--- src/rtl/kvas_pkg.sv ---
// constants, opcodes and the attenuator word function for the knob volume block
package kvas_pkg;

    localparam int LEVEL_W = 7;
    localparam int STEP_W  = 16;
    localparam int WORD_W  = 11;
    localparam int PHASE_W = 6;
    localparam int BIT_W   = 4;
    localparam int CIDX_W  = 8;

    // knob event codes
    localparam logic [1:0] OP_UP   = 2'd1;
    localparam logic [1:0] OP_DOWN = 2'd2;

    // configuration register indexes
    localparam logic [CIDX_W-1:0] CFG_LOW_LIMIT  = 8'd0;
    localparam logic [CIDX_W-1:0] CFG_HIGH_LIMIT = 8'd1;

    localparam logic [LEVEL_W-1:0] LOW_LIMIT_RST  = 7'd30;
    localparam logic [LEVEL_W-1:0] HIGH_LIMIT_RST = 7'd100;
    localparam logic [LEVEL_W-1:0] LEVEL_RST      = 7'd40;
    localparam logic [LEVEL_W-1:0] LEVEL_MAX      = 7'd100;

    // serial phase numbers
    localparam logic [PHASE_W-1:0] PH_TRAIL_HI = 6'd44;
    localparam logic [PHASE_W-1:0] PH_TRAIL_LO = 6'd45;
    localparam logic [PHASE_W-1:0] PH_MUTE     = 6'd46;

    // level*83/100 as one constant multiply: 435169 / 2^19 ~ 0.83
    localparam logic [25:0] ATT_RECIP = 26'd435169;

    // attenuator word: coarse 21-att/4 in bits 2-6, fine 3-att%4 in bits 7-8
    function automatic logic [WORD_W-1:0] make_word(input logic [LEVEL_W-1:0] lvl);
        logic [25:0]        prod;
        logic [LEVEL_W-1:0] att;
        logic [4:0]         coarse;
        logic [1:0]         fine;
        prod   = {19'b0, lvl} * ATT_RECIP;
        att    = (lvl > LEVEL_MAX) ? 7'd0 : 7'(7'd83 - prod[25:19]);
        coarse = 5'(5'd21 - att[6:2]);
        fine   = 2'(2'd3 - att[1:0]);
        return {2'b11, fine, coarse, 2'b00};
    endfunction

endpackage

--- src/rtl/knob_volume_attenuator_serializer.sv ---
// knob volume control: level tracking, attenuator word and serial pin phases
//
// Slave channel: one knob event per item, tuser = opcode (0 idle, 1 up, 2 down),
// tdata = step. Master channel: one pin phase per item, tlast on the final
// phase of an event. Config channel: index 0 low limit, 1 high limit, always
// ready; writes are expected only while the block is idle.
// An up or down event yields 46 phases (11 bits x 4, then data high with clock
// high and clock low), plus a 47th mute phase when the level ends at or below the
// low limit with the radio on. An idle event yields nothing, or the single mute phase.
// An event is held in an input register until the sequencer is free, then
// loaded into the level and word registers, which drive its first phase directly.
// The phase counter gives one phase per cycle while the receiver is ready; the
// next event waits in the input register and starts on the edge where the final
// phase is taken.
// When the receiver stalls, the phase counter and all result fields hold.
// Reset (synchronous, active low) restores level 40, radio off (muted), limits
// 30 and 100, and empties the input register and the output.
module knob_volume_attenuator_serializer (
    input  logic        i_clk,
    input  logic        i_rst_n,
    // knob event channel
    input  logic        i_s_tvalid,
    output logic        o_s_tready,
    input  logic [15:0] i_s_tdata,   // [15:0] step
    input  logic [1:0]  i_s_tuser,   // [1:0] opcode
    // pin phase channel
    output logic        o_m_tvalid,
    input  logic        i_m_tready,
    output logic [23:0] o_m_tdata,   // [0] data_pin, [1] clock_pin, [2] amp_mute,
                                     // [9:3] volume_now, [20:10] control_word, [23:21] zero
    output logic        o_m_tlast,
    // configuration write channel
    input  logic        i_cfg_valid,
    output logic        o_cfg_ready,
    input  logic [7:0]  i_cfg_index,
    input  logic [6:0]  i_cfg_data
);

    logic [kvas_pkg::LEVEL_W-1:0] r_low_limit;
    logic [kvas_pkg::LEVEL_W-1:0] r_high_limit;
    logic [kvas_pkg::LEVEL_W-1:0] r_level;
    logic                         r_radio_off;
    logic                         r_in_vld;
    logic [1:0]                   r_in_op;
    logic [kvas_pkg::STEP_W-1:0]  r_in_step;
    logic                         r_busy;
    logic [kvas_pkg::PHASE_W-1:0] r_phase;
    logic [kvas_pkg::WORD_W-1:0]  r_word;
    logic                         r_mute_shift;
    logic                         r_ext;

    logic [kvas_pkg::LEVEL_W-1:0] n_level;
    logic                         n_mid_off;
    logic                         n_mute_evt;
    logic [kvas_pkg::WORD_W-1:0]  n_word;
    logic                         n_shift_op;
    logic [kvas_pkg::STEP_W:0]    up_sum;
    logic [kvas_pkg::STEP_W-1:0]  dn_step;
    logic [kvas_pkg::STEP_W:0]    dn_floor;
    logic                         out_fire;
    logic                         out_last;
    logic                         free;
    logic                         load;
    logic                         pin_data;
    logic                         pin_clock;
    logic                         pin_mute;
    logic [kvas_pkg::BIT_W-1:0]   bit_idx;

    assign o_s_tready  = !r_in_vld;
    assign o_cfg_ready = 1'b1;

    // level update for the held event
    always_comb begin
        up_sum     = {1'b0, r_in_step} + 17'(r_level);
        dn_step    = (r_in_step == '0) ? 16'd1 : r_in_step;
        dn_floor   = 17'(r_low_limit) + {1'b0, dn_step};
        n_level    = r_level;
        n_mid_off  = r_radio_off;
        n_shift_op = 1'b0;
        case (r_in_op)
            kvas_pkg::OP_UP: begin
                n_mid_off  = 1'b0;
                n_shift_op = 1'b1;
                if (r_level <= r_high_limit) begin
                    n_level = (up_sum > 17'(r_high_limit)) ? r_high_limit : up_sum[6:0];
                end else begin
                    n_level = r_high_limit;
                end
            end
            kvas_pkg::OP_DOWN: begin
                n_shift_op = 1'b1;
                if (r_level >= r_low_limit) begin
                    n_level = (17'(r_level) < dn_floor) ? r_low_limit
                                                        : 7'(r_level - dn_step[6:0]);
                end else begin
                    n_level = r_low_limit;
                end
            end
            default: begin
                n_level = r_level;
            end
        endcase
        n_mute_evt = (n_level <= r_low_limit) && !n_mid_off;
        n_word     = kvas_pkg::make_word(n_level);
    end

    // output handshake and load condition
    assign out_last = ((r_phase == kvas_pkg::PH_TRAIL_LO) && !r_ext)
                      || (r_phase == kvas_pkg::PH_MUTE);
    assign out_fire = r_busy && i_m_tready;
    assign free     = !r_busy || (out_fire && out_last);
    assign load     = r_in_vld && free;

    // input holding register
    always_ff @(posedge i_clk) begin
        if (!i_rst_n) begin
            r_in_vld <= 1'b0;
        end else if (i_s_tvalid && o_s_tready) begin
            r_in_vld <= 1'b1;
        end else if (load) begin
            r_in_vld <= 1'b0;
        end
    end

    always_ff @(posedge i_clk) begin
        if (i_s_tvalid && o_s_tready) begin
            r_in_op   <= i_s_tuser;
            r_in_step <= i_s_tdata;
        end
    end

    // configuration registers
    always_ff @(posedge i_clk) begin
        if (!i_rst_n) begin
            r_low_limit  <= kvas_pkg::LOW_LIMIT_RST;
            r_high_limit <= kvas_pkg::HIGH_LIMIT_RST;
        end else if (i_cfg_valid) begin
            unique case (i_cfg_index)
                kvas_pkg::CFG_LOW_LIMIT:  r_low_limit  <= i_cfg_data;
                kvas_pkg::CFG_HIGH_LIMIT: r_high_limit <= i_cfg_data;
                default: ;
            endcase
        end
    end

    // level, radio state and phase sequencer
    always_ff @(posedge i_clk) begin
        if (!i_rst_n) begin
            r_level     <= kvas_pkg::LEVEL_RST;
            r_radio_off <= 1'b1;
            r_busy      <= 1'b0;
            r_phase     <= '0;
        end else if (load) begin
            r_level     <= n_level;
            r_radio_off <= n_mute_evt | n_mid_off;
            if (n_shift_op) begin
                r_busy  <= 1'b1;
                r_phase <= '0;
            end else if (n_mute_evt) begin
                r_busy  <= 1'b1;
                r_phase <= kvas_pkg::PH_MUTE;
            end else begin
                r_busy  <= 1'b0;
            end
        end else if (out_fire) begin
            if (out_last) begin
                r_busy  <= 1'b0;
            end else begin
                r_phase <= r_phase + 6'd1;
            end
        end
    end

    // per-event payload
    always_ff @(posedge i_clk) begin
        if (load) begin
            r_word       <= n_word;
            r_mute_shift <= n_mid_off;
            r_ext        <= n_mute_evt;
        end
    end

    // pin levels for the current phase
    always_comb begin
        bit_idx   = r_phase[5:2];
        pin_data  = 1'b1;
        pin_clock = 1'b0;
        pin_mute  = r_mute_shift;
        if (r_phase < kvas_pkg::PH_TRAIL_HI) begin
            pin_data  = r_phase[1] & r_word[bit_idx];
            pin_clock = (r_phase[1:0] == 2'b11);
        end else if (r_phase == kvas_pkg::PH_TRAIL_HI) begin
            pin_clock = 1'b1;
        end else if (r_phase == kvas_pkg::PH_MUTE) begin
            pin_mute  = 1'b1;
        end
    end

    assign o_m_tvalid = r_busy;
    assign o_m_tlast  = out_last;
    assign o_m_tdata  = {3'b000, r_word, r_level, pin_mute, pin_clock, pin_data};

endmodule

--- config.mk ---
export PLATFORM = sky130hd
export DESIGN_NAME = knob_volume_attenuator_serializer
export DESIGN_NICKNAME = d
export VERILOG_FILES = /design/src/rtl/kvas_pkg.sv /design/src/rtl/knob_volume_attenuator_serializer.sv
export SDC_FILE = /design/constraint.sdc
export NUM_CORES = 1
export LEC_CHECK = 0
export BUFFER_PORTS_ARGS = -buffer_cell sky130_fd_sc_hd__buf_4
export CORE_MARGIN = 2
export CORE_UTILIZATION = 42
export CTS_CLUSTER_SIZE = 12
export DETAILED_ROUTE_END_ITERATION = 12
export SETUP_SLACK_MARGIN = 0.1
export SYNTH_ARGS = -nofsm -noshare
export SYNTH_HDL_FRONTEND = slang
export SYNTH_SLANG_ARGS = --single-unit
--- constraint.sdc ---
create_clock -name i_clk -period 12.6 [get_ports i_clk]
set_input_delay 3.15 -clock i_clk [delete_from_list [all_inputs] [get_ports i_clk]]
set_output_delay 3.15 -clock i_clk [all_outputs]
set_load 0.05 [all_outputs]
## After elaboration in Yosys (flattened, before gate mapping)

Index checks and enable logic that the tools add are counted.

- Register bits after elaboration: 57
- Input port bits: 38
- Word-level logic and storage cells: 90

- $add $sub $neg: 7
- Multiply operators: 1
- $lt $le $gt $ge: 8
- Equality and inequality tests: 9
- Multiplexer cells: 29
- Bitwise gates (word level): 2
- Reductions and logical operators: 22

Operator list:

| kind | count |
|---|---|
| $mux W7 | 5 |
| $mux W6 | 5 |
| $mul A7 B19 Y26 const B | 1 |
| $eq A6 B6 Y1 const B | 3 |
| $add A16 B7 Y17 | 1 |
| $add A7 B16 Y17 | 1 |
| $gt A17 B7 Y1 | 1 |
| $lt A7 B17 Y1 | 1 |
| $logic_not A16 Y1 | 1 |
| $mux W1 | 16 |
| $mux W16 | 1 |
| $le A7 B7 Y1 | 2 |
| $pmux W7 S2 | 1 |
| $eq A8 B1 Y1 const B | 1 |
| $logic_not A8 Y1 | 1 |
| $ge A7 B7 Y1 | 1 |
| $gt A7 B7 Y1 const B | 1 |
| $sub A7 B7 Y7 | 1 |
| $sub A7 B7 Y7 const A | 1 |
| $add A6 B1 Y6 const B | 1 |
| $logic_and A1 B1 Y1 | 6 |
| $lt A6 B6 Y1 const B | 1 |
| $reduce_and A2 Y1 | 3 |
| $reduce_bool A2 Y1 | 3 |
| other kinds (14) | 19 |

## Depth between registers and ports, before layout

Gate-level depths: netlist of run 1.

- Depth after elaboration: 12
- Depth in mapped cells: 46
- Mapped depth without buffers: 46

## Worst setup path before layout of run 1

OpenSTA, ideal clock, no wires.

- Path kind: flip-flop to flip-flop
- Start: register r_level[0] (netlist bit)
- End: register r_word[6] (netlist bit) (data pin)
- Setup time: 0.266 ns
- Arrival time: 9.124 ns
- Slack: 3.210 ns
- Cell stages (with the launch flop): 38
- Period minus slack after synthesis: 9.390 ns
- Cells stage by stage: dfxtp_1 ha_1 fa_1 a211o_1 a21oi_1 xnor2_1 ha_1 a211oi_1 o221ai_1 a222oi_1 nand4_4 mux2_2 a221o_1 o21ai_0 inv_1 fa_1 inv_1 fa_1 [2 not listed] ha_1 ha_1 a21oi_1 o21ai_0 a31o_2 a21o_1 nand2_1 nand2_1 a41o_4 a21oi_1 xor2_1 ha_1 xor2_1 or3_1 a31o_1 nor3_1 nor4_1 or3b_1

- Longest elaborated chain between the ends: 9
- Elaborated cells between the ends (all ways): 16
- Those cells by class: add/sub (4); mul (1); order compare (5); mux (6)

Ends and longest elaborated chain:

| what | RTL line | source |
|---|---|---|
| start: declaration | knob_volume_attenuator_serializer.sv:41 | `logic [kvas_pkg::LEVEL_W-1:0] r_level;` |
| start signal: assignment | knob_volume_attenuator_serializer.sv:149 | `r_level <= kvas_pkg::LEVEL_RST;` |
| start signal: assignment | knob_volume_attenuator_serializer.sv:154 | `r_level <= n_level;` |
| $add A16 B7 Y17 | knob_volume_attenuator_serializer.sv:74 | `up_sum = {1'b0, r_in_step} + 17'(r_level);` |
| $gt A17 B7 Y1 | knob_volume_attenuator_serializer.sv:85 | `n_level = (up_sum > 17'(r_high_limit)) ? r_high_limit : up_sum[6:0];` |
| $mux W7 | knob_volume_attenuator_serializer.sv:85 |  |
| $mux W7 | knob_volume_attenuator_serializer.sv:84 | `if (r_level <= r_high_limit) begin` |
| $pmux W7 S2 (*) | knob_volume_attenuator_serializer.sv:80 | `case (r_in_op)` |
| net n_level (one bit) | knob_volume_attenuator_serializer.sv:52 | `logic [kvas_pkg::LEVEL_W-1:0] n_level;` |
| $mul A7 B19 Y26 | kvas_pkg.sv:38 | `prod = {19'b0, lvl} * ATT_RECIP;` |
| $sub A7 B7 Y7 | kvas_pkg.sv:39 | `att = (lvl > LEVEL_MAX) ? 7'd0 : 7'(7'd83 - prod[25:19]);` |
| $mux W7 (*) | kvas_pkg.sv:39 |  |
| $sub A5 B5 Y5 (*) | kvas_pkg.sv:40 | `coarse = 5'(5'd21 - att[6:2]);` |
| net n_word (one bit) | knob_volume_attenuator_serializer.sv:55 | `logic [kvas_pkg::WORD_W-1:0] n_word;` |
| end signal: assignment | knob_volume_attenuator_serializer.sv:177 | `r_word <= n_word;` |
| end: declaration | knob_volume_attenuator_serializer.sv:48 | `logic [kvas_pkg::WORD_W-1:0] r_word;` |

The timed path passes the listed nets; every way through them passes the cells marked *.
A chain may end at the register's enable or synchronous reset.

## Final worst setup path of run 1

- Start: register r_in_step[12] (netlist bit)
- End: register r_word[6] (netlist bit) (data pin)

- Longest elaborated chain between the ends: 11
- Elaborated cells between the ends (all ways): 17
- Those cells by class: add/sub (5); mul (1); order compare (3); mux (7); reduce/logical (1)

Ends and longest elaborated chain:

| what | RTL line | source |
|---|---|---|
| start: declaration | knob_volume_attenuator_serializer.sv:45 | `logic [kvas_pkg::STEP_W-1:0] r_in_step;` |
| start signal: assignment | knob_volume_attenuator_serializer.sv:128 | `r_in_step <= i_s_tdata;` |
| $logic_not A16 Y1 | knob_volume_attenuator_serializer.sv:75 | `dn_step = (r_in_step == '0) ? 16'd1 : r_in_step;` |
| $mux W16 | knob_volume_attenuator_serializer.sv:75 |  |
| $add A7 B16 Y17 | knob_volume_attenuator_serializer.sv:76 | `dn_floor = 17'(r_low_limit) + {1'b0, dn_step};` |
| $lt A7 B17 Y1 | knob_volume_attenuator_serializer.sv:93 | `n_level = (17'(r_level) < dn_floor) ? r_low_limit` |
| $mux W7 | knob_volume_attenuator_serializer.sv:93 |  |
| $mux W7 | knob_volume_attenuator_serializer.sv:92 | `if (r_level >= r_low_limit) begin` |
| $pmux W7 S2 (*) | knob_volume_attenuator_serializer.sv:80 |  |
| net n_level (one bit) | knob_volume_attenuator_serializer.sv:52 |  |
| $mul A7 B19 Y26 | kvas_pkg.sv:38 |  |
| $sub A7 B7 Y7 | kvas_pkg.sv:39 |  |
| $mux W7 (*) | kvas_pkg.sv:39 |  |
| $sub A5 B5 Y5 (*) | kvas_pkg.sv:40 |  |
| net n_word (one bit) | knob_volume_attenuator_serializer.sv:55 |  |

Marks and branches as above.

==> impl_metrics.tcl, run 1 <==
set metrics [dict create \
    internal_power_mw 0.785 \
    drt_iter0_drc 337 \
    p_per_area_nw_per_um2 185 \
    boundaryPins 66 \
    port_buffers 57 \
    layout_common_cells "ha_1 (124), inv_1 (95), buf_4 (59), nand2_1 (50), o21ai_0 (42)" \
    regToRegSetupSlack_ns 1.94 \
    cp_common_cell "ha_1" \
    drive_above_1_share_pct 14.5 \
    grt-ovfl-total 0 \
    dp_hpwl_um 13800 \
    hold_ws_ns 0.478 \
    synth-seq-cells 57 \
    synth-main-ff-cell "dfxtp_1" \
    num_rows 46 \
    multi_input_area_um2 4870 \
    synth_compound_area_share_pct 19.9 \
    path_buf_inv 4 \
    clock-sinks 57 \
    grtUsageTotal_pct 19.9 \
    crit_family "adder cells" \
    synthMuxAreaShare_pct 3.50 \
    post-cts-setup-buffers 0 \
    antenna_found_initial 0 \
    finClkSkew_ns 0.00937 \
    worstSetupEndpointType "flip-flop" \
    grt_max_degree 30 \
    grt_pass1_wl_um 28000 \
    synth_xor_area_share_pct 3.60 \
    cp_data_arrival_time_ns 10.73 \
    n_fill_cell 1540 \
    hp-class "reg -> reg" \
    critPathMaxFanout 8 \
    rsz0062_at_grt "false" \
    fin_area_um2 7660 \
    r2r-start "r_in_step[12]" \
    start_util_pct 42.9 \
    cts_tree "yes" \
    final.setup.tns_ns 0 \
    setup_viol 0 \
    place_area_um2 7360 \
    cts_hold_buf 0 \
    critPathMaxStageDelay_ns 0.66 \
    synth-simple-area-share_pct 14.5 \
    hold_viol 0 \
    synth_edf_count 27 \
    async_reset_ff_share_pct 0 \
    worst_setup_path_start_kind "flip-flop" \
    cts_htree_levels 3 \
    rr_worst_depth 43 \
    p_clk_share_pct 17.2 \
    crit_slowest_cell "a21oi_1" \
    syn_area_um2 6820 \
    synth_seq_area_share_pct 20.7 \
    finalWorstSetupSlack_ns 1.94 \
    post-place-ws_ns 2.08 \
    comb_power_share_pct 64.2 \
    routedWlPerCell_um 16.8 \
    pwr-share-seq_pct 18.6 \
    worst_r2r_endpoint "r_word[6]" \
    layout_commonest_cell "ha_1" \
    seqCellArea_um2 1410 \
    viasPerCell 5.51 \
    min_period_ns 10.66 \
    wl_um 17200 \
    slew_headroom_pct 45.6 \
    place_congestion 0.908 \
    die_area_um2 17300 \
    cts-resized-gates 0 \
    firstDrtPassIters 5 \
    p_sw_share_pct 44.7 \
    synth_top_family_by_area "adder cells" \
    ir_drop_mv 0.293 \
    cts_buffers 9 \
    drc 0 \
    synth_fa_ha_area_share_pct 29.5 \
    ys_warn_count 0 \
    cp_num_cells 43 \
    area_delta_synth_final_pct 12.3 \
    p_switching_mw 0.634 \
    cp-startpoint "r_in_step[12]" \
    fp.dieW_um 131 \
    worstPathRequired_ns 12.68 \
    nNetsFinal 987 \
    tightest_slew_ns 0.815 \
    critPathKind "reg -> reg" \
    clk_pin_slew_ns 0.06 \
    status "complete, no violations" \
    cts_buffer_depth 2 \
    fin_crit_sh_pct 84.6 \
    num_vias 5640 \
    ant_nets 0 \
    yosysUniqueCellTypes 84 \
    core_um2 15900 \
    slew_violations 0 \
    fmax_ghz 0.0938 \
    cts_root_buf "clkbuf_16" \
    total_leakage_power_nw 3.82 \
    syn_avg_cell_area_um2 9.01 \
    dieHeight_um 131 \
    endpoint "r_word[6]" \
    total_power_mw 1.42 \
    maxCapViolations 0 \
    synthCells 757 \
    grt_pass1_vias 5574 \
    antenna_cells 0 \
    worstSkewPairLatency_ns 0.33 \
]
## power by group through the flow
stage | Combinational (mW) | Clock, mW | Sequential, mW
3_5_place_dp | 0.909 | 0 | 0.268
6_report | 0.911 | 0.244 | 0.264
3_3_place_gp | 0.885 | 0 | 0.267
4_1_cts | 0.913 | 0.248 | 0.264
2_1_floorplan | 0.662 | 0 | 0.305
5_1_grt | 1.02 | 0.258 | 0.267
## synthesized netlist by cell type (3+ instances only)
master | count | area [µm²]
nand2_1 | 50 | 188
nor4_1 | 5 | 31.3
mux2_2 | 5 | 56.3
fa_1 | 23 | 460
edfxtp_1 | 27 | 811
nor2_1 | 17 | 63.8
or3_1 | 5 | 31.3
or2_2 | 5 | 31.3
o31ai_1 | 3 | 22.5
and3_2 | 5 | 37.5
a21oi_1 | 38 | 190
a221o_1 | 5 | 50.1
nor3_1 | 8 | 40.0
and2_1 | 7 | 43.8
a211oi_2 | 4 | 50.1
a211o_1 | 3 | 26.3
ha_1 | 124 | 1550
o21a_1 | 3 | 22.5
a21o_1 | 22 | 165
o21bai_1 | 3 | 22.5
xor2_1 | 16 | 140
clkbuf_1 | 14 | 52.6
inv_1 | 95 | 357
nand4_1 | 14 | 87.6
buf_4 | 12 | 90.1
a211oi_1 | 6 | 45.0
and3_1 | 7 | 43.8
o211a_1 | 4 | 40.0
xnor2_1 | 12 | 105
a21boi_0 | 6 | 45.0
mux2i_1 | 16 | 160
dfxtp_1 | 30 | 601
o211ai_1 | 11 | 82.6
nand2b_1 | 7 | 43.8
o21ai_0 | 42 | 210
o22ai_1 | 4 | 25.0
a31o_2 | 3 | 26.3
nand3_1 | 20 | 100
nor2b_1 | 18 | 113
## cell type report
| cell class | count | share of cell area (%) |
|---|---|---|
| Sequential cell | 57 | 18.4 |
| Clock inverter | 6 | 0.882 |
| Multi-Input combinational cell | 578 | 63.6 |
| Tap cell | 216 | 3.53 |
| Inverter | 97 | 4.79 |
| Timing Repair Buffer | 59 | 5.78 |
| Clock buffer | 10 | 2.99 |
## how the worst min path moves through the flow
stage          depth (start not counted)            start               to  slack (ns)
2_1_floorplan                          2  r_high_limit[2]  r_high_limit[2]        0.44
3_5_place_dp                           2  r_high_limit[2]  r_high_limit[2]        0.47
3_3_place_gp                           2  r_high_limit[2]  r_high_limit[2]        0.46
5_1_grt                                2  r_high_limit[2]  r_high_limit[2]        0.55
6_report                               2  r_high_limit[2]  r_high_limit[2]        0.48
4_1_cts                                2  r_high_limit[2]  r_high_limit[2]        0.48
## layer usage
metal	track usage [%]	vias to the layer above	wire (µm)
met4	5.92	0	328
met5	0	-	0
li1	-	2792	-
met2	34.4	130	8460
met3	2.39	23	566
met1	26.0	2695	7800
## registers in the layout, summed over array words and instances (netlist names), 2 cells and up
signal        cells
r_in_op           2
r_low_limit       7
r_phase           6
r_level           7
r_high_limit      7
r_in_step        16
r_word            7
## cells by family (layout without fill, tap and decap cells)
group                      Yosys count  after routing
xor gates and xnor gates            28             28
buffers and inverters              128            172
AOI/OAI and AO/OA                  191            191
adders and majority gates          147            147
and+or+nand+nor                    182            182
DFF                                 57             57
other                                2              8
muxes                               22             22
## metrics by stage
stage | instances | utilization (%)
after floorplan | 763 | -
final | 1023 | 48.2
after CTS | 1023 | 48.2
after global routing | 1023 | 48.2
after global placement | 1007 | 46.4
after detailed placement | 1007 | 46.4
## worst reg2reg max path, delay by kind of cell, from the launching register on
| family | cells | cell delay [ns] |
|---|---|---|
| AOI/OAI and AO/OA | 15 | 3.19 |
| xor gates and xnor gates | 3 | 0.36 |
| adders and majority gates | 9 | 3.45 |
| buffers and inverters | 4 | 0.45 |
| DFF | 1 | 0.47 |
| and+or+nand+nor | 12 | 2.47 |
Note: power is estimated with default switching activity, not from simulation.
==> run 2: changes to the inputs <==
Settings changed: ABC_AREA set to 1.
Clock period 12.6 ns to 10.35 ns, I/O delays scaled along.
==> impl_metrics.tcl, run 2 <==
set metrics [dict create \
    rsz0062_at_grt "false" \
    start_util_pct 43.3 \
    port_buffers 57 \
    grt_pass1_vias 6310 \
    pwr-share-seq_pct 16.9 \
    cp-startpoint "r_in_step[7]" \
    maxCapViolations 0 \
    p_sw_share_pct 51.5 \
    synthTopCellsByCount "nand2_1 (204), inv_1 (158), ha_1 (124)" \
    final.setup.tns_ns 0 \
    critPathKind "reg -> reg" \
    clk_pin_slew_ns 0.06 \
    yosys.area.top_type_share_pct 21.4 \
    synthTopCellsByArea "ha_1 (21%), edfxtp_1 (11%), nand2_1 (11%)" \
    critPathMaxStageDelay_ns 0.62 \
    worstSetupEndpointType "flip-flop" \
    min_period_ns 8.50 \
    antenna_found_initial 0 \
    grt_max_degree 29 \
    syn_area_um2 7240 \
    synth_seq_area_share_pct 19.5 \
    cts_buffer_depth 2 \
    fmax_ghz 0.118 \
    clock-sinks 57 \
    synth-main-ff-cell "dfxtp_1" \
    synth_edf_count 27 \
    viasPerCell 5.14 \
    critPathMaxFanout 9 \
    drc 0 \
    cp_common_cell "nand2_1" \
    fin_crit_sh_pct 82.1 \
    syn_avg_cell_area_um2 7.38 \
    worst_setup_path_start_kind "flip-flop" \
    boundaryPins 66 \
    core_um2 16700 \
    layout_commonest_cell "nand2_1" \
    cts-resized-gates 0 \
    place_congestion 0.917 \
    synth_top_area_cell "ha_1" \
    synthCells 980 \
    slew_headroom_pct 55.8 \
    largest_reg_flops 16 \
    wl_um 19900 \
    antenna_cells 0 \
    cts_buffers 9 \
    grt_pass1_wl_um 32200 \
    cts_root_buf "clkbuf_16" \
    total_leakage_power_nw 4.22 \
    yosysUniqueCellTypes 57 \
    dp_hpwl_um 16300 \
    r2r-start "r_in_step[7]" \
    dieHeight_um 135 \
    comb_power_share_pct 68.1 \
    hp-class "reg -> reg" \
    tightest_slew_ns 0.662 \
    routedWlPerCell_um 15.9 \
    p_per_area_nw_per_um2 235 \
    yosysMostFrequentCell "nand2_1" \
    ant_nets 0 \
    crit_slowest_cell "fa_1" \
    n_fill_cell 1746 \
    final_core_util_pct 48.4 \
    cts_hold_buf 0 \
    ir_drop_mv 0.323 \
    setup_viol 0 \
    num_rows 47 \
    slew_violations 0 \
    internal_power_mw 0.922 \
    fp.dieW_um 135 \
    grt-ovfl-total 0 \
    post-cts-setup-buffers 0 \
    grtUsageTotal_pct 22.6 \
    async_reset_ff_share_pct 0 \
    worstHoldStart "r_radio_off" \
    top_register "r_in_step" \
    cts_tree "yes" \
    drive_above_1_share_pct 11.7 \
    num_vias 6436 \
    nNetsFinal 1213 \
    hold_viol 0 \
    worstSkewPairLatency_ns 0.34 \
    regToRegSetupSlack_ns 1.85 \
    worstPathRequired_ns 10.45 \
    drt_iter0_drc 346 \
    synth-seq-cells 57 \
    layout_common_cells "nand2_1 (204), inv_1 (158), ha_1 (124), a21oi_1 (63), nand3_1 (62)" \
    firstDrtPassIters 4 \
    p_switching_mw 0.977 \
    die_area_um2 18300 \
    finClkSkew_ns 0.00633 \
    cp_data_arrival_time_ns 8.59 \
    cts_htree_levels 3 \
    p_clk_share_pct 15.0 \
    ys_warn_count 0 \
    status "complete, no violations" \
    area_delta_synth_final_pct 11.7 \
]
[run 2: cell count changes after synthesis, sizes merged, moves of 8 or more]
cell | previous run | this run
a211oi | 11 | 2
a21o | 23 | 0
a21oi | 38 | 64
and3 | 12 | 0
inv | 97 | 164
mux2i | 16 | 0
nand2 | 50 | 216
nand3 | 20 | 70
nor2 | 17 | 61
nor2b | 18 | 0
o21ai | 45 | 53
[run 2: per-layer routing]
layer	track usage, %	part of all wire, %
met5	0	0
met4	6.94	2.5
met3	3.03	3.4
met2	40.5	50
met1	28.3	44
[run 2: worst paths after layout]
path,depth (start not counted),to
max,46,r_word[5]
max reg2reg,46,r_word[5]
min,2,r_radio_off
min reg2reg,2,r_radio_off
[run 2: area by class of cell]
class / instances / area [µm²] / share of cell area (%)
repair buffers: 59 / 443 / 5.48
multi-input cells: 734 / 5050 / 62.5
clock inverters: 5 / 30.0 / 0.371
clock buffers: 11 / 243 / 3.00
well taps: 220 / 275 / 3.41
inverters: 167 / 627 / 7.75
flip-flops and latches: 57 / 1410 / 17.5
[run 2: cells by family after synthesis]
kind of cell               count (synthesis)  share of synthesized area (%)
AOI/OAI and AO/OA                        160                           13.1
xor gates and xnor gates                  26                           3.15
adders and majority gates                147                           27.8
buffers and inverters                    195                           10.9
DFF                                       57                           19.5
other                                      2                          0.104
and+or+nand+nor                          393                           25.4
[run 2: power groups by stage]
stage	sequential, mW	clock (mW)	combinational (mW)
finish	0.321	0.284	1.29
global route	0.324	0.301	1.49
CTS	0.321	0.289	1.30
detailed placement	0.325	0	1.29
global placement	0.326	0	1.29
floorplan	0.369	0	0.942
[run 2: worst max-delay path, delay by kind of cell (launching register included)]
| family | cells | cell delay [ns] |
|---|---|---|
| adders and majority gates | 9 | 3.23 |
| and+or+nand+nor | 21 | 2.15 |
| AOI/OAI and AO/OA | 8 | 1.52 |
| buffers and inverters | 7 | 0.71 |
| DFF | 1 | 0.55 |
| xor gates and xnor gates | 1 | 0.08 |
[run 2: metrics by stage]
step	power, mW	hold WS [ns]	worst slack, ns	cells	cell area, µm²
detailed placement	1.61	0.465	1.89	1237	7810
global placement	1.61	0.463	1.87	1237	7810
floorplan	1.31	0.445	3.01	986	7260
CTS	1.91	0.473	1.87	1253	8080
global route	2.12	0.522	1.16	1253	8080
finish	1.90	0.473	1.85	1253	8080
==> run 3: changes to the inputs <==
Settings changed: ABC_AREA 1 to 0.
Clock period 10.35 ns to 7.9 ns, I/O delays scaled along.
==> impl_metrics.tcl, run 3 (synthesized netlist as in run 1, its figures left out) <==
set metrics [dict create \
    viasPerCell 5.36 \
    fp.dieW_um 131 \
    cts_tree "yes" \
    antenna_found_initial 0 \
    area_delta_synth_final_pct 36.3 \
    cp_data_arrival_time_ns 9.06 \
    worstSkewPairLatency_ns 0.33 \
    critPathMaxFanout 6 \
    worstSetupEndpointType "flip-flop" \
    grt-busiest-layer "met2" \
    total_power_mw 2.93 \
    setup_viol 4 \
    ant_nets 0 \
    cts_htree_levels 3 \
    fin_area_um2 9290 \
    core_um2 15900 \
    slew_headroom_pct 29.8 \
    fin_crit_sh_pct 114 \
    grt_pass1_vias 6465 \
    finClkSkew_ns 0.0105 \
    multi_input_area_um2 5190 \
    hold_ws_ns 0.479 \
    wl_um 19800 \
    rsz0062_at_grt "true" \
    place_area_um2 8630 \
    grt_pass1_wl_um 32100 \
    antenna_cells 0 \
    status "finished, violations left" \
    drc 0 \
    n_fill_cell 1435 \
    worstPathRequired_ns 7.98 \
    hp-class "reg -> reg" \
    boundaryPins 66 \
    largest_reg_flops 16 \
    firstDrtPassIters 5 \
    die_area_um2 17300 \
    cts_hold_buf 0 \
    clock-sinks 57 \
    num_rows 46 \
    crit_slowest_cell "fa_1" \
    cts_buffers 9 \
    ir_drop_mv 0.412 \
    fmax_ghz 0.111 \
    use_met2_pct 40.9 \
    dp_hpwl_um 16000 \
    total_leakage_power_nw 4.71 \
    clk_pin_slew_ns 0.06 \
    critPathKind "reg -> reg" \
    crit_family "adder cells" \
    drive_above_1_share_pct 35.7 \
    seqCellArea_um2 1420 \
    port_buffers 57 \
    min_period_ns 8.98 \
    top_register "r_in_step" \
    layout_commonest_cell "buf_4" \
    nNetsFinal 1154 \
    path_buf_inv 4 \
    grt_max_degree 30 \
    cts_root_buf "clkbuf_16" \
    critPathMaxStageDelay_ns 0.53 \
    p_per_area_nw_per_um2 316 \
    dieHeight_um 131 \
    drt_iter0_drc 343 \
    tightest_slew_ns 1.05 \
    start_util_pct 42.9 \
    grt-ovfl-total 0 \
    routedWlPerCell_um 16.6 \
    place_congestion 1.03 \
    layout_common_cells "buf_4 (222), ha_1 (111), inv_1 (86), nand2_1 (50), o21ai_0 (34)" \
    worst_setup_path_start_kind "flip-flop" \
    slew_violations 0 \
    use_met1_pct 28.7 \
    finalWorstSetupSlack_ns -1.08 \
    failed_checks "negative setup slack" \
    maxCapViolations 0 \
    grtUsageTotal_pct 23.0 \
    grt_use_met3_pct 3.13 \
    cts_buffer_depth 2 \
    post-place-ws_ns -1.38 \
    hold_viol 0 \
    num_vias 6377 \
]
## run 3: cell count changes in the layout (fill, tap and decap cells not counted), sizes merged, moves of 23 or more
cell / delta
nor2: -44
a21o: +23
nand2: -166
inv: -67
buf: +167
nand3: -50
a21oi: -26
## run 3: timing repair
| action | 4_1_cts | 5_1_grt |
|---|---|---|
| gates cloned | 0 | 0 |
| setup endpoints to repair | 5 | 7 |
| hold endpoints to repair | 0 | 0 |
| buffers inserted | 7 | 11 |
| resized for setup | 16 | 22 |
| pin swaps | 19 | 16 |
## run 3: area by class of cell
class	instances	share of cell area, %
Tap cell	216	2.91
Clock inverter	5	0.700
Multi-Input combinational cell	578	55.8
Inverter	97	3.94
Clock buffer	11	2.96
Timing Repair Buffer	226	18.4
Sequential cell	57	15.3
## run 3: path summary, 6_finish.rpt
| path | slack, ns | cells after the start | end | start |
|---|---|---|---|---|
| worst min-delay path | 0.48 | 2 | r_high_limit[2] | r_high_limit[2] |
| worst max-delay path | -1.08 | 39 | r_word[6] | r_in_step[0] |
| worst min register to register | 0.48 | 2 | r_high_limit[2] | r_high_limit[2] |
| worst max register to register | -1.08 | 39 | r_word[6] | r_in_step[0] |
## run 3: routing by layer
layer	up-vias	share of wire (%)
met5	-	0
met4	0	2.3
met3	33	4.4
met2	162	50
met1	3039	44
li1	3143	-
## run 3: power breakdown
part           switching, mW  internal, mW  total (mW)
combinational           1.02          1.07        2.09
clock                  0.150         0.286       0.435
sequential            0.0211         0.385       0.407
total                   1.19          1.74        2.93
## run 3: tightest hold or removal path, delay by kind of cell (launching register included)
kind,cells,cell delay (ns)
mux,1,0.07
flops,1,0.32
simple gates,1,0.06
## run 3: through the flow
step                utilization, %  setup TNS (ns)  instances
finish                        58.5           -2.93       1190
global route                  58.5           -4.83       1190
CTS                           57.2           -3.17       1179
detailed placement            54.3           -4.09       1156
global placement              54.3           -3.84       1156
floorplan                        -           -2.11        763
